<file path="config.mk">
export PLATFORM = sky130hd
export DESIGN_NAME = ecg_peak_detector_preblank_unit
export DESIGN_NICKNAME = d
export VERILOG_FILES = /design/src/design/ecgpk_pkg.sv /design/src/design/ecgpk_detect.sv /design/src/design/ecgpk_blank.sv /design/src/design/ecg_peak_detector_preblank_unit.sv
export SDC_FILE = /design/constraint.sdc
export NUM_CORES = 1
export LEC_CHECK = 0
export CORE_ASPECT_RATIO = 1.5
export CORE_MARGIN = 2
export CORE_UTILIZATION = 55
export CTS_CLUSTER_SIZE = 40
export DETAILED_ROUTE_END_ITERATION = 12
export DONT_BUFFER_PORTS = 1
export GPL_TIMING_DRIVEN = 0
export PLACE_DENSITY = 0.82
export RECOVER_POWER = 100
export SLEW_MARGIN = 10
export SYNTH_ARGS = -nofsm -noshare
export SYNTH_HDL_FRONTEND = slang
export SYNTH_HIERARCHICAL = 1
export SYNTH_SLANG_ARGS = --single-unit
</file>
<file path="constraint.sdc">
create_clock -name clk -period 8.7 [get_ports clk]
set_clock_uncertainty 0.1 [all_clocks]
set_input_delay 0.87 -clock clk [delete_from_list [all_inputs] [get_ports clk]]
set_output_delay 0.87 -clock clk [all_outputs]
set_load 0.005 [all_outputs]
</file>
<file path="src/design/ecgpk_pkg.sv">
`timescale 1ns / 1ps
`default_nettype none
// ----------------------------------------------------------------------------
// ecgpk_pkg
// Shared widths, register indexes and types for the ECG peak detector.
// ----------------------------------------------------------------------------
package ecgpk_pkg;

	localparam int SampleBits = 16;
	localparam int TimerBits  = 9;
	localparam int TimeoutBits = 8;
	localparam int BlankBits  = 8;
	localparam int CfgIdxBits = 2;
	localparam int CfgDataBits = 16;

	localparam logic [TimerBits-1:0]  TimerMax    = '1;
	localparam logic [SampleBits-1:0] MaxArmLevel = SampleBits'(2);

	typedef logic [SampleBits-1:0]  sample_t;
	typedef logic [TimerBits-1:0]   timer_t;
	typedef logic [TimeoutBits-1:0] timeout_t;
	typedef logic [BlankBits-1:0]   blank_t;

	typedef enum logic [CfgIdxBits-1:0] {
		REG_PEAK_TIMEOUT = 2'd0,
		REG_MIN_PEAK     = 2'd1,
		REG_BLANK_LENGTH = 2'd2
	} cfg_reg_t;

	typedef struct packed {
		timeout_t peak_timeout;
		sample_t  min_peak_amplitude;
		blank_t   blank_length;
	} cfg_t;

endpackage
`default_nettype wire

</file>
<file path="src/design/ecgpk_detect.sv">
`timescale 1ns / 1ps
`default_nettype none
// ----------------------------------------------------------------------------
// ecgpk_detect
// Rising-maximum tracker; confirms a peak on half-drop or timeout.
// ----------------------------------------------------------------------------
module ecgpk_detect (
	input  wire logic                clk,
	input  wire logic                arst_n,
	input  wire logic                step,
	input  wire ecgpk_pkg::sample_t  sample,
	input  wire ecgpk_pkg::cfg_t     cfg,
	output ecgpk_pkg::sample_t       raw_peak
);
	import ecgpk_pkg::*;

	sample_t prev_q;
	sample_t max_q;
	timer_t  tsm_q;

	timer_t  t_inc;
	timer_t  t_next;
	sample_t mx_next;
	sample_t pk;
	logic    rising;
	logic    confirm;

	always_comb begin
		t_inc = tsm_q;
		if (tsm_q != '0 && tsm_q != TimerMax) begin
			t_inc = tsm_q + TimerBits'(1);
		end
		rising  = (sample > prev_q) && (sample > max_q);
		confirm = (sample < {1'b0, max_q[SampleBits-1:1]}) ||
			(t_inc > {1'b0, cfg.peak_timeout});
		t_next  = t_inc;
		mx_next = max_q;
		pk      = '0;
		if (confirm) begin
			pk      = max_q;
			mx_next = '0;
			t_next  = '0;
		end
		if (rising) begin
			mx_next = sample;
			if (sample > MaxArmLevel) begin
				t_next = TimerBits'(1);
			end
		end
		if (rising || pk < cfg.min_peak_amplitude) begin
			pk = '0;
		end
	end

	assign raw_peak = pk;

	always_ff @(posedge clk or negedge arst_n) begin
		if (!arst_n) begin
			prev_q <= '0;
			max_q  <= '0;
			tsm_q  <= '0;
		end else if (step) begin
			prev_q <= sample;
			max_q  <= mx_next;
			tsm_q  <= t_next;
		end
	end

endmodule
`default_nettype wire

</file>
<file path="src/design/ecgpk_blank.sv">
`timescale 1ns / 1ps
`default_nettype none
// ----------------------------------------------------------------------------
// ecgpk_blank
// Pre-blanking: hold the largest peak in a window, release it on expiry.
// ----------------------------------------------------------------------------
module ecgpk_blank (
	input  wire logic                clk,
	input  wire logic                arst_n,
	input  wire logic                step,
	input  wire ecgpk_pkg::sample_t  raw_peak,
	input  wire ecgpk_pkg::blank_t   blank_length,
	output ecgpk_pkg::sample_t       verified_peak
);
	import ecgpk_pkg::*;

	sample_t cand_q;
	blank_t  count_q;

	sample_t cand_next;
	blank_t  count_next;
	sample_t out_val;
	logic    dec;

	always_comb begin
		cand_next  = cand_q;
		count_next = count_q;
		out_val    = '0;
		dec        = 1'b0;
		if (raw_peak != '0 && count_q == '0) begin
			cand_next  = raw_peak;
			count_next = blank_length;
		end else if (raw_peak == '0 && count_q != '0) begin
			dec = 1'b1;
		end else if (raw_peak != '0) begin
			if (raw_peak > cand_q) begin
				cand_next  = raw_peak;
				count_next = blank_length;
			end else begin
				dec = 1'b1;
			end
		end
		if (dec) begin
			count_next = count_q - BlankBits'(1);
			if (count_q == BlankBits'(1)) begin
				out_val = cand_q;
			end
		end
	end

	assign verified_peak = out_val;

	always_ff @(posedge clk or negedge arst_n) begin
		if (!arst_n) begin
			cand_q  <= '0;
			count_q <= '0;
		end else if (step) begin
			cand_q  <= cand_next;
			count_q <= count_next;
		end
	end

endmodule
`default_nettype wire

</file>
<file path="src/design/ecg_peak_detector_preblank_unit.sv">
`timescale 1ns / 1ps
`default_nettype none
// ----------------------------------------------------------------------------
// ecg_peak_detector_preblank_unit
// Streaming ECG peak detector with pre-blanking of candidate peaks.
// ----------------------------------------------------------------------------
// One sample beat in gives one result beat out (raw and verified peak).
// A sample is accepted whenever the input register is empty or advancing: it lands
// in the input register, then the detector and blanking state update as the
// result is loaded into the output register. Sustained rate is one sample per
// cycle while m_axis_tready does not stall the output; that rate is set by the state update loop.
// Configuration writes take effect at once and are meant for idle periods.
module ecg_peak_detector_preblank_unit (
	input  wire logic                          clk,
	input  wire logic                          arst_n,
	input  wire logic                          s_axis_tvalid,
	output logic                               s_axis_tready,
	input  wire logic [15:0]                   s_axis_tdata,  // [15:0] sample
	output logic                               m_axis_tvalid,
	input  wire logic                          m_axis_tready,
	output logic [31:0]                        m_axis_tdata,  // [15:0] raw_peak, [31:16] verified_peak
	input  wire logic                          cfg_wr_en,
	input  wire logic [ecgpk_pkg::CfgIdxBits-1:0]  cfg_index,
	input  wire logic [ecgpk_pkg::CfgDataBits-1:0] cfg_wdata
);
	import ecgpk_pkg::*;

	cfg_t    cfg_q;
	logic    valid_s1;
	sample_t sample_s1;
	logic    advance;
	sample_t raw_peak;
	sample_t verified_peak;
	sample_t raw_q;
	sample_t ver_q;
	logic    out_valid_q;

	always_ff @(posedge clk or negedge arst_n) begin
		if (!arst_n) begin
			cfg_q.peak_timeout       <= TimeoutBits'(19);
			cfg_q.min_peak_amplitude <= SampleBits'(7);
			cfg_q.blank_length       <= BlankBits'(40);
		end else if (cfg_wr_en) begin
			case (cfg_reg_t'(cfg_index))
				REG_PEAK_TIMEOUT: cfg_q.peak_timeout       <= cfg_wdata[TimeoutBits-1:0];
				REG_MIN_PEAK:     cfg_q.min_peak_amplitude <= cfg_wdata[SampleBits-1:0];
				REG_BLANK_LENGTH: cfg_q.blank_length       <= cfg_wdata[BlankBits-1:0];
				default: ;
			endcase
		end
	end

	assign advance       = valid_s1 && (!out_valid_q || m_axis_tready);
	assign s_axis_tready = !valid_s1 || advance;

	// input register
	always_ff @(posedge clk or negedge arst_n) begin
		if (!arst_n) begin
			valid_s1 <= 1'b0;
		end else if (s_axis_tready) begin
			valid_s1 <= s_axis_tvalid;
		end
	end

	always_ff @(posedge clk) begin
		if (s_axis_tready && s_axis_tvalid) begin
			sample_s1 <= s_axis_tdata[SampleBits-1:0];
		end
	end

	ecgpk_detect u_detect (
		.clk      (clk),
		.arst_n   (arst_n),
		.step     (advance),
		.sample   (sample_s1),
		.cfg      (cfg_q),
		.raw_peak (raw_peak)
	);

	ecgpk_blank u_blank (
		.clk           (clk),
		.arst_n        (arst_n),
		.step          (advance),
		.raw_peak      (raw_peak),
		.blank_length  (cfg_q.blank_length),
		.verified_peak (verified_peak)
	);

	// result register
	always_ff @(posedge clk or negedge arst_n) begin
		if (!arst_n) begin
			out_valid_q <= 1'b0;
		end else if (advance) begin
			out_valid_q <= 1'b1;
		end else if (m_axis_tready) begin
			out_valid_q <= 1'b0;
		end
	end

	always_ff @(posedge clk) begin
		if (advance) begin
			raw_q <= raw_peak;
			ver_q <= verified_peak;
		end
	end

	assign m_axis_tvalid = out_valid_q;
	assign m_axis_tdata  = {ver_q, raw_q};

endmodule
`default_nettype wire
</file>
Word level (Yosys, flattened, before mapping)

Cells that the tools add are included.

Register bits: 147
Bits of input ports: 39
Output and inout port bits: 34
Logic and storage cells: 82

Add/subtract/negate cells: 2
$lt $le $gt $ge: 7
Equality and inequality tests: 6
Multiplexer cells: 23
Reduce and logical (&&, ||, !) cells: 31

Operators by type and width:

| operator            | number |
|---|---|
| $mux 16             | 8 |
| $gt 16x16->1        | 3 |
| $mux 8              | 5 |
| $mux 9              | 4 |
| $gt 16x2->1 const B | 1 |
| $logic_not 16->1    | 1 |
| $lt 16x15->1        | 1 |
| $lt 16x16->1        | 1 |
| $reduce_bool 16->1  | 1 |
| $reduce_and 2->1    | 5 |
| $add 9x1->9 const B | 1 |
| $gt 9x8->1          | 1 |
| $ne 9x9->1 const B  | 1 |
| $reduce_bool 9->1   | 1 |
| $eq 8x1->1 const B  | 1 |
| $logic_not 8->1     | 1 |
| $reduce_and 4->1    | 2 |
| $reduce_bool 2->1   | 4 |
| $reduce_bool 8->1   | 1 |
| $sub 8x1->8 const B | 1 |
| $logic_and 1x1->1   | 6 |
| $mux 1              | 6 |
| $reduce_bool 3->1   | 2 |
| $logic_or 1x1->1    | 4 |
| 6 further kinds     | 7 |

Logic depth before layout (Yosys ltp)

Depth in word-level cells: 16
Gate-level depth with buffers: 33
Gate-level depth less buffers: 31

Cells and area by module

Netlist, hierarchy kept.

By module, submodules not included:

| module                          | instances | cells each | area an instance (µm²) | sequential area each (µm²) |
|---|---|---|---|---|
| ecgpk_detect                    | 1         | 412        | 3,604.7                | 1,026.0 |
| ecg_peak_detector_preblank_unit | 1         | 124        | 2,762.6                | 2,302.2 |
| ecgpk_blank                     | 1         | 182        | 1,756.7                | 600.6 |

Worst setup path before layout

Ideal clock, no wire load.

Path kind: register to register
Start point: reg u_detect.tsm_q[0]
End point: reg u_blank.cand_q[10]
Setup time: 0.125 ns
Data arrival time: 6.993 ns
Data required time: 8.475 ns
Slack: 1.482 ns
Stages on the path, launching flop included: 34
Path buffers: 3
Period minus slack after synthesis: 7.218 ns
Cells stage by stage: dfrtp_1 inv_1 ha_1 or4b_1 nor3_1 a31oi_1 and3_1 nand4_1 xnor2_1 ha_1 nand4_1 a21oi_1 nor4_1 o21ai_0 a21oi_2 clkbuf_1 nor2_1 ha_1 a2111oi_0 o21ai_0 a31o_2 a21oi_1 a211oi_4 buf_6 and2_1 ha_1 nand4_2 or4_4 a21o_1 and4_4 o21ai_2 nand3_4 buf_6 mux2_4

Longest elaborated chain between the ends: 13
Elaborated cells between the ends (all ways): 24
Those cells by class: add/sub (1); order compare (3); eq/ne (2); mux (7); reduce/logical (11)

RTL lines:

| what                                                                 | RTL line                              | text |
|---|---|---|
| start, declared                                                      | ecgpk_detect.sv:19                    | `timer_t tsm_q;` |
| start signal, assigned                                               | ecgpk_detect.sv:65                    | `tsm_q <= t_next;` |
| parallel branches: the longest is 2 deep, another holds $add 9x1->9  | -                                     |  |
| $mux 9 (*)                                                           | ecgpk_detect.sv:30                    | `if (tsm_q != '0 && tsm_q != TimerMax) begin` |
| $gt 9x8->1 (*)                                                       | ecgpk_detect.sv:35                    | `(t_inc > {1'b0, cfg.peak_timeout});` |
| $logic_or 1x1->1 (*)                                                 | ecgpk_detect.sv:34                    | `confirm = (sample < {1'b0, max_q[SampleBits-1:1]}) \|\|` |
| $mux 16 (*)                                                          | ecgpk_detect.sv:39                    | `if (confirm) begin` |
| $lt 16x16->1                                                         | ecgpk_detect.sv:50                    | `if (rising \|\| pk < cfg.min_peak_amplitude) begin` |
| $logic_or 1x1->1                                                     | ecgpk_detect.sv:50                    |  |
| $mux 16 (*)                                                          | ecgpk_detect.sv:50                    |  |
| net raw_peak[14]                                                     | ecg_peak_detector_preblank_unit.sv:32 | `sample_t raw_peak;` |
| parallel branches: the longest is 4 deep, another holds $gt 16x16->1 | -                                     |  |
| end signal, assigned                                                 | ecgpk_blank.sv:58                     | `cand_q <= cand_next;` |
| end, declared                                                        | ecgpk_blank.sv:17                     | `sample_t cand_q;` |

Mark *: on every way through the listed nets, which the timed path passes. The select of a mux whose other input is x is not followed.
A chain may end at the register's enable or synchronous reset.

Final worst setup path

Start point: reg u_detect.tsm_q[0]
End point: reg u_blank.cand_q[9]

Same word-level chain as after synthesis.

==> results by group <==
Yosys
  – Cell with the most instances after synthesis: dfrtp_1
  – Combinational family with the most area after synthesis: adder cells
  – Synth async-reset ratio: 67.3%
  – Post-Synth Adder-Cell Area: 13.9%
  – Seq/Total Area, Yosys: 48.4%
  – Top-area cell type share of the netlist area: approximately 28%
  – Post-synthesis compound-gate area fraction: 11.9%
  – Post-synth top flop: dfrtp_1
  – Yosys top cell by area: dfrtp_1
  – Syn Inst Count: 718
  – Synth cell count leaders: 91 x dfrtp_1, 90 x ha_1, 82 x inv_1, 48 x edfxtp_1, 39 x mux2_2
  – Synthesized area: 0.00812 sq mm
  – Synth Register Bits: 147
  – Main area contributors after synthesis: dfrtp_1 28%, edfxtp_1 18%, ha_1 14%
  – Post-synth EDFFs: 48
  – Synth warn: 6
  – Syn Nets: 847
  – XOR/XNOR share of the synthesized area: less than 1%
  – Syn_area_per_cell: 11.3 sq um
  – Simple-Gate Fraction of Synth Area: 12.7%
  – Synth unique cells: 67
  – Post-synthesis mux area share: 7.50%

Timing
  – Fin. Hold Viols: 0
  – Slew margin rel.: between 20% and 30%
  – Final min period: 8.10 ns
  – Final period util: between 90% and 100%
  – RSZ-0062 raised after global routing: no
  – Fin. max-slew vios: 0
  – Worst Max-Slew Pin Slew: 1.07 ns
  – # setup viols final: 0
  – TNS Setup: 0 ns
  – Fmax: 123 MHz
  – Setup WS post-layout: 0.602 ns
  – Worst hold margin: 0.0408 ns

Final layout
  – Reg area: 0.00393 sq mm
  – Diode count: 0
  – Multi-input gate area: 0.00377 sq mm
  – Layout net count: 869
  – Area delta synth->final: 10.9%
  – Filler Cell Count: around 1100
  – Layout cell share with drive strength beyond 1: 15.1%

Clock tree
  – CTS Sinks: roughly 150
  – Maximum level of the CTS H-tree: 4
  – CTS tree: built
  – Root buf cell: clkbuf_16
  – Clock Latency Late Sink: 0.42 ns
  – # hold bufs at CTS: 0
  – Num CTS Buffers: 17
  – Reg clk slew, reported paths: 0.06 ns
  – Clock Path Buffers: 2

Floorplan
  – Die area: 0.0158 sq mm
  – Core box area: 0.0145 sq mm
  – IO Count: 73
  – Number of core rows: 54
  – Die X: 103 microns
  – Die Span Y: 153 microns
  – Starting Density: 55.9%

Routing
  – Vias: 5844
  – Post-route ant nets: 0
  – Pre-antenna DRT Iters: 5
  – Total Wirelength: 17.9 mm
  – Routed WL per cell: 18.8 microns
  – DR DRC count: 0
  – Vias per cell: 6.16
  – Detailed Route Iter0 Violations: 342

Pwr
  – Combinational power share: 25.8%
  – Sequential share of power: between 40% and 50%
  – Cell-internal power: roughly 0.0016 W
  – NetSw: 0.000710 W
  – Switching Fraction: 31.2%
  – Power density cells: 252 mW/mm^2
  – Static Leakage: 3.99 nW
  – Clk network pwr share: 34.0%
  – Maximum vdd drop: ~0.13 mV

Global routing
  – Global route overflow: 0
  – Vias in the first global route: ~6200
  – GRT Overall Usage: 24.1%
  – Largest net degree at the start of global routing: 100
  – Initial antenna violation count: 0
  – Global-route wire length before repair: roughly 30 mm

Setup path
  – Critical Path End Type: flip-flop
  – FF-to-FF path depth: 33
  – Crit. Startpoint: u_detect/tsm_q[0]
  – Worst R2R End: u_blank/cand_q[9]
  – Worst r2r src: u_detect/tsm_q[0]
  – Crit path kind: flip-flop to flip-flop
  – R2R setup slack: 0.60 ns
  – CP Data Required Time: roughly 8.9 ns
  – Crit-path max FO: 10
  – CP max-delay cell: or4_4
  – Critical Path Sink: u_blank/cand_q[9]
  – Critical Path Most Common Cell: ha_1
  – Slowest stage delay, CP: ~0.56 ns
  – Crit start category: flip-flop
  – Worst EP arrival: approximately 8.3 ns

Placed design
  – Post-DP HPWL: 13.1 mm
  – DP Worst Slack: roughly 0.53 ns
  – Final GP Congestion: 0.909
  – I/O Buffers: 0

Flow run
  – MaxCap Viol Count: 0

Status
  – Status: complete, no violations

Worst hold path
  – Hold Path Class: input port to asynchronous set/reset pin
registers in the layout, indices dropped and copies added, names as in the netlist:
| signal | flops |
|---|---|
| raw_q | 16 |
| valid_s1 | 1 |
| ver_q | 16 |
| cfg_q | 32 |
| u_detect/tsm_q | 9 |
| u_blank/cand_q | 16 |
| u_detect/prev_q | 16 |
| m_axis_tvalid | 1 |
| u_blank/count_q | 8 |
| u_detect/max_q | 16 |
| sample_s1 | 16 |
area by class of cell:
type	count	share of cell area, %
Sequential cell	147	43.6
Multi-Input combinational cell	471	41.8
Clock buffer	23	5.79
Inverter	82	3.42
Tap cell	196	2.72
Clock inverter	9	1.29
Buffer	18	0.986
Timing Repair Buffer	3	0.389
metal layers:
metal  vias up  global-route usage (%)  part of all wire [%]
met5         -                       0                     0
met4         0                    12.2                   3.9
met3        64                    4.48                   3.9
met2       230                    42.3                    54
met1      2890                    27.1                    39
li1       2660                       -                     -
how the worst min path moves through the flow:
stage / start / end / slack [ns] / depth (start not counted)
6_report: arst_n / u_detect/prev_q[10] / 0.04 / 0
5_1_grt: arst_n / u_detect/prev_q[8] / 0.02 / 0
4_1_cts: arst_n / u_detect/prev_q[10] / 0.03 / 0
3_5_place_dp: valid_s1 / m_axis_tvalid / 0.38 / 1
3_3_place_gp: valid_s1 / m_axis_tvalid / 0.37 / 1
2_1_floorplan: valid_s1 / m_axis_tvalid / 0.35 / 1
power by group through the flow:
| stage | sequential (W) | clock (W) | combinational (W) |
|---|---|---|---|
| 2_1_floorplan | 0.000891 | 0 | 0.000430 |
| 3_3_place_gp | 0.000918 | 0 | 0.000507 |
| 3_5_place_dp | 0.000923 | 0 | 0.000555 |
| 4_1_cts | 0.000912 | 0.000781 | 0.000565 |
| 5_1_grt | 0.000927 | 0.000819 | 0.000648 |
| 6_report | 0.000914 | 0.000772 | 0.000587 |
kinds of logic after synthesis:
logic type / Yosys count
and+or+nand+nor: 185
muxes: 51
xor gates and xnor gates: 7
DFF: 147
adders and majority gates: 90
AOI/OAI and AO/OA: 138
buffers and inverters: 100
through the flow:
stage / cell area (sq um) / power [W] / std cells / utilization [%]
floorplan: 8120 / 0.00132 / 718 / -
global placement: 8370 / 0.00142 / 914 / 57.6
detailed placement: 8390 / 0.00148 / 915 / 57.8
CTS: 9030 / 0.00226 / 947 / 62.2
global route: 9010 / 0.00239 / 949 / 62.0
finish: 9010 / 0.00227 / 949 / 62.0
critical path: cells and delay by family (launching register included):
kind,cells,cell delay [ns]
AND/OR/NAND/NOR,12,2.82
AO/OA/AOI/OAI,11,2.30
adder cells (fa/ha/maj),4,1.08
buffers and inverters,4,0.77
flip-flops,1,0.44
multiplexers,1,0.31
XOR/XNOR,1,0.16
repair_timing:
action / CTS / global route
setup buffers: 0 / 2
setup endpoints to repair: 0 / 40
resized for setup: 0 / 6
placed cells by master (no fill, tap or decap), types with 15 or more instances in the layout:
cell	n
mux2_2	38
ha_1	90
inv_1	82
nor2_1	30
nand4_1	15
and2_1	18
dfrtp_1	91
o21ai_0	35
a22o_1	17
nand2_1	35
a21oi_1	24
edfxtp_1	48
clkbuf_16	20
nor3_1	20
No activity file was read; power rests on OpenSTA's default activity.
